File: src/sv/fct_pkg.sv
// Shared types and constants of the frustum cull tester.
`timescale 1ns / 1ps
`default_nettype none

package fct_pkg;

   // Width of the exact distance path: products, sums and doubled box distances.
   localparam int unsigned DIST_W = 68;

   // Width of each word on the request and response channels.
   localparam int unsigned REQ_DATA_W = 224;
   localparam int unsigned REQ_USER_W = 2;
   localparam int unsigned RSP_DATA_W = 8;

   typedef enum logic [1:0] {
      OP_LOAD   = 2'd0,
      OP_POINT  = 2'd1,
      OP_SPHERE = 2'd2,
      OP_BOX    = 2'd3
   } fct_op_type;

   localparam logic [1:0] CLS_INSIDE    = 2'd0;
   localparam logic [1:0] CLS_INTERSECT = 2'd1;
   localparam logic [1:0] CLS_OUTSIDE   = 2'd2;

   // One stored plane: normal and offset, all Q16.16.
   typedef struct packed {
      logic signed [31:0] nx;
      logic signed [31:0] ny;
      logic signed [31:0] nz;
      logic signed [31:0] off;
   } fct_plane_type;

   // Operands of the object under test, held for the whole test.
   typedef struct packed {
      logic signed [31:0] cx;
      logic signed [31:0] cy;
      logic signed [31:0] cz;
      logic signed [31:0] radius;
      logic [30:0]        sx;
      logic [30:0]        sy;
      logic [30:0]        sz;
   } fct_obj_type;

   // Per-plane control traveling down the evaluation pipeline.
   typedef struct packed {
      logic       valid;
      logic       last;
      fct_op_type op;
   } fct_ctl_type;

   // Per-plane verdict returned to the sequencer.
   typedef struct packed {
      logic valid;
      logic last;
      logic outside;
      logic partial;
   } fct_flag_type;

endpackage

`default_nettype wire

File: src/sv/fct_plane_mem.sv
// Plane store: synchronous memory with a registered read and per-entry valid bits.
`timescale 1ns / 1ps
`default_nettype none

module fct_plane_mem #(
   parameter int NUM_PLANES = 6
) (
   input  wire logic                      clock,
   input  wire logic                      reset,
   input  wire logic                      wr_en,
   input  wire logic [((NUM_PLANES > 1) ? $clog2(NUM_PLANES) : 1)-1:0] wr_addr,
   input  wire fct_pkg::fct_plane_type    wr_data,
   input  wire logic                      rd_en,
   input  wire logic [((NUM_PLANES > 1) ? $clog2(NUM_PLANES) : 1)-1:0] rd_addr,
   output fct_pkg::fct_plane_type         rd_data
);
   import fct_pkg::*;

   fct_plane_type             plane_mem [NUM_PLANES];
   logic [NUM_PLANES-1:0]     vld_ff;
   fct_plane_type             rd_data_ff;
   logic                      rd_vld_ff;

   // Valid bits: an entry never written reads as zero.
   always_ff @(posedge clock) begin
      if (reset) begin
         vld_ff    <= '0;
         rd_vld_ff <= 1'b0;
      end else begin
         if (wr_en) begin
            vld_ff[wr_addr] <= 1'b1;
         end
         if (rd_en) begin
            rd_vld_ff <= vld_ff[rd_addr];
         end
      end
   end

   always_ff @(posedge clock) begin
      if (wr_en) begin
         plane_mem[wr_addr] <= wr_data;
      end
      if (rd_en) begin
         rd_data_ff <= plane_mem[rd_addr];
      end
   end

   assign rd_data = rd_vld_ff ? rd_data_ff : '0;

endmodule

`default_nettype wire

File: config.mk
export PLATFORM = sky130hd
export DESIGN_NAME = fct_plane_mem
export DESIGN_NICKNAME = d
export VERILOG_FILES = /design/src/sv/fct_pkg.sv /design/src/sv/fct_plane_mem.sv
export SDC_FILE = /design/constraint.sdc
export NUM_CORES = 1
export LEC_CHECK = 0
export ABC_AREA = 1
export BUFFER_PORTS_ARGS = -buffer_cell sky130_fd_sc_hd__buf_2
export CAP_MARGIN = 5
export CORE_MARGIN = 3
export CORE_UTILIZATION = 50
export DETAILED_ROUTE_END_ITERATION = 8
export GPL_TIMING_DRIVEN = 0
export PLACE_DENSITY = 0.68
export SLEW_MARGIN = 20
export SYNTH_ARGS = -nofsm -noshare
export SYNTH_HDL_FRONTEND = slang
export SYNTH_SLANG_ARGS = --single-unit
File: constraint.sdc
create_clock -name clock -period 5.7 [get_ports clock]
set_input_delay 0.285 -clock clock [delete_from_list [all_inputs] [get_ports clock]]
set_output_delay 0.285 -clock clock [all_outputs]
set_load 0.01 [all_outputs]
==> metrics.md <==
| Metric | Value |
|---|---|
| Result of the run | complete, no violations |
| WP data required | 5.41 ns |
| Total gr overflow | 0 |
| Post-synthesis sequential element count | 903 |
| Bufs and invs on worst path | 5 |
| Layer with the highest usage after global routing | met2 |
| Final worst path period need | 2.94 ns |
| Core outline area | 0.0680 mm2 |
| Number of distinct standard cells referenced by the synthesized netlist | 18 |
| Pwr/cell area | 347 mW/mm2 |
| Global-route wire length before repair | 130000 um |
| Kind of cell adding the most delay to the critical path | buffers and inverters |
| Fin worst setup slack | 2.76 ns |
| Tightest Hold Check Type | in -> reg |
| Placed standard-cell area | 0.0375 mm2 |
| Met2 routing resource usage after global routing | 0.392 |
| Data arrival at the endpoint of the critical path | 2.66 ns |
| Met1 usage | 0.309 |
| Number of CTS-inserted buffers | 89 |
| Sequential cell area fraction in the yosys report | 0.779 |
| Worst setup slack after placement | 3.42 ns |
| Fraction of final layout cells with drive strength greater than 1 | 0.156 |
| Clock transition at the register clock pins on the worst setup and hold paths after CTS | 0.06 ns |
| Initial core utilization | 0.511 |
| Critical Path Fanout Max | 10 |
| Number of routed nets with antenna violations | 0 |
| Max-cap violation count | 0 |
| Average vias per placed instance | 5.42 |
| Input/output buffers | 263 |
| CTS HTree Levels | 3 |
| Antenna violations before repair | 6 |
| DRC violation total after the first TritonRoute iteration | 2203 |
| Area growth syn-to-layout | 20.1% |
| Total area of sequential cells | 0.0270 mm2 |
| F_max | 340 MHz |
| Via Count | 22400 |
| Clk Latency, worst-skew pair | 0.63 ns |
| Nets | 3276 |
| IR Drop Worst-Case VDD | 0.241 mV |
| GRT Resource Usage Total | 0.233 |
| Tightest slew margin relative to the limit | 0.533 |
| CTS tree | yes |
| Post-Synthesis Mean Instance Area | 13.1 um2 |
| Area enclosed by the die boundary | 0.0727 mm2 |
| WL final | 85500 um |
| Maximum number of pins on one net before global-route repair | 91 |
| Number of global-route vias before repair | 22600 |
| Count of TritonRoute iterations in the first routing pass | 7 |
| Transition time at the pin with the least slew margin | 0.700 ns |
| Die width | 270 um |
| Post-Syn Nets | 2785 |
| Sort of element at the end of the critical path | primary output |
| Final standard cell count with taps included and fillers excluded | 4132 |
| Sort of element at the start of the critical path | flip-flop |
| Row cnt | 95 |
| Detail Placement HPWL | 50700 um |
| DRC violations left | 0 |
| Gate Count Post-Synth | 2647 |
| Maximum root-to-sink buffer count | 3 |
| Path type of the worst setup path | reg -> out |
| Leakage power | 16.0 nW |
| Max Clock Skew | 0.0212 ns |
| Worst-path cell with the longest stage delay | sky130_fd_sc_hd__clkbuf_1 |
| Die H | 270 um |
| Slowest cell delay on critical path | 0.46 ns |
| Post-route clock period utilization | 0.516 |
| # placed instances | 3839 |
| Footprint of the multi-input gates | 0.00622 mm2 |
| Setup total negative slack | 0 ns |
| Number of endpoints failing setup at the final stage | 0 |
| Average wire length per cell after detail routing | 20.7 um |
| Final hold violation count | 0 |
| Cell at the root of the clock tree | sky130_fd_sc_hd__clkbuf_16 |
| Ordered list of cells on the worst path | clkbuf_2 -> buf_16 -> clkbuf_1 -> nand2_1 -> inv_1 -> buf_2 |
| RSZ-0062 raised after global routing | false |
| Cell area after layout | 0.0417 mm2 |
| Syn. warnings | 0 |
| Final max-slew violation count | 0 |
| Met3 Usage GRT | 0.0360 |
| Layout filler cell count | 5116 |
| Boundary Pins | 266 |
| Number of sinks on the clock net | 903 |
| Post-Syn Area | 0.0347 mm2 |
| Weighted congestion reported at the end of routability-driven placement | 0.768 |
[cell families (layout without fill, tap and decap cells)]
logic type | after synthesis | after routing | share of synthesized area
AOI/OAI and AO/OA | 264 | 264 | 0.0381
buffers and inverters | 304 | 865 | 0.0421
DFF | 903 | 903 | 0.779
other | 0 | 3 | 0
and+or+nand+nor | 1176 | 1176 | 0.141
[power by group]
part           switching, W  total, W  leakage, nW  internal, W
clock               0.00241   0.00590         1.43      0.00349
sequential        0.0000626   0.00765         8.30      0.00759
combinational      0.000632  0.000945         6.32     0.000313
total               0.00311    0.0145         16.0       0.0114
[layout make-up]
class / count / share of cell area
clock buffer: 117 / 0.0589
tap: 921 / 0.0276
antenna: 3 / 0.000180
multi-input combinational: 1440 / 0.149
sequential: 903 / 0.648
clock inverter: 44 / 0.0117
timing repair buffer: 400 / 0.0680
inverter: 148 / 0.0145
buffer: 156 / 0.0217
[timing repair]
item                      CTS  global route
hold endpoints to repair  775             0
gates resized for setup     0             0
hold buffers              129             0
setup buffers               0             0
[cell usage in the layout, fill, tap and decap left out, types with 3 or more instances in the layout]
cell / n
sky130_fd_sc_hd__edfxtp_1: 896
sky130_fd_sc_hd__nand2_1: 656
sky130_fd_sc_hd__nand3_1: 387
sky130_fd_sc_hd__buf_2: 318
sky130_fd_sc_hd__inv_1: 141
sky130_fd_sc_hd__o21ai_0: 135
sky130_fd_sc_hd__nor2_1: 133
sky130_fd_sc_hd__dlygate4sd3_1: 129
sky130_fd_sc_hd__o21ai_1: 121
sky130_fd_sc_hd__clkbuf_16: 92
sky130_fd_sc_hd__clkbuf_1: 65
sky130_fd_sc_hd__buf_6: 25
sky130_fd_sc_hd__buf_1: 19
sky130_fd_sc_hd__clkinv_1: 12
sky130_fd_sc_hd__clkinv_2: 12
sky130_fd_sc_hd__bufinv_16: 10
sky130_fd_sc_hd__buf_16: 8
sky130_fd_sc_hd__a21oi_1: 7
sky130_fd_sc_hd__dfxtp_1: 7
sky130_fd_sc_hd__inv_8: 6
sky130_fd_sc_hd__clkbuf_8: 6
sky130_fd_sc_hd__buf_4: 5
sky130_fd_sc_hd__inv_6: 5
sky130_fd_sc_hd__clkinvlp_4: 5
sky130_fd_sc_hd__diode_2: 3
sky130_fd_sc_hd__buf_8: 3
[final timing paths]
path                         endpoint  slack [ns]  depth (start not counted)              startpoint
min reg2reg    vld_ff[1]$_SDFFE_PP0P_        0.46                          2  vld_ff[1]$_SDFFE_PP0P_
max reg2reg    rd_vld_ff$_SDFFE_PP0P_        4.51                          3  rd_vld_ff$_SDFFE_PP0P_
max                       rd_data[59]        2.76                          6  rd_vld_ff$_SDFFE_PP0P_
min          rd_data_ff[68]$_DFFE_PP_        0.09                          1                   rd_en
[per-layer routing]
metal | vias to the layer above | share of wire
met2 | 980 | 0.50
met5 | - | 0.00046
met1 | 10900 | 0.40
met4 | 6 | 0.028
met3 | 156 | 0.075
li1 | 10300 | -
[sequential cells by signal (all words and copies together) (netlist names)]
name	flops
plane_mem	768
rd_data_ff	128
vld_ff	6
rd_vld_ff	1
[cell usage after synthesis (all sizes together)]
| cell | number | area, um2 |
|---|---|---|
| o21bai | 1 | 7.51 |
| buf | 108 | 721 |
| o21ai | 256 | 1280 |
| a21oi | 7 | 35.0 |
| inv | 148 | 561 |
| nand2 | 656 | 2460 |
| clkbuf | 48 | 180 |
| edfxtp | 896 | 26900 |
| nand3 | 387 | 1940 |
| nor2 | 133 | 499 |
| dfxtp | 7 | 140 |
[metrics by stage]
step	utilization	hold WS (ns)	total power (W)
after CTS	0.613	0.0788	0.0145
final	0.614	0.0902	0.0145
after floorplan	-	0.354	0.00824
after global placement	0.547	0.447	0.00863
after detailed placement	0.551	0.451	0.00865
after global routing	0.614	0.0949	0.0150
(Power assumes the default switching activity.)
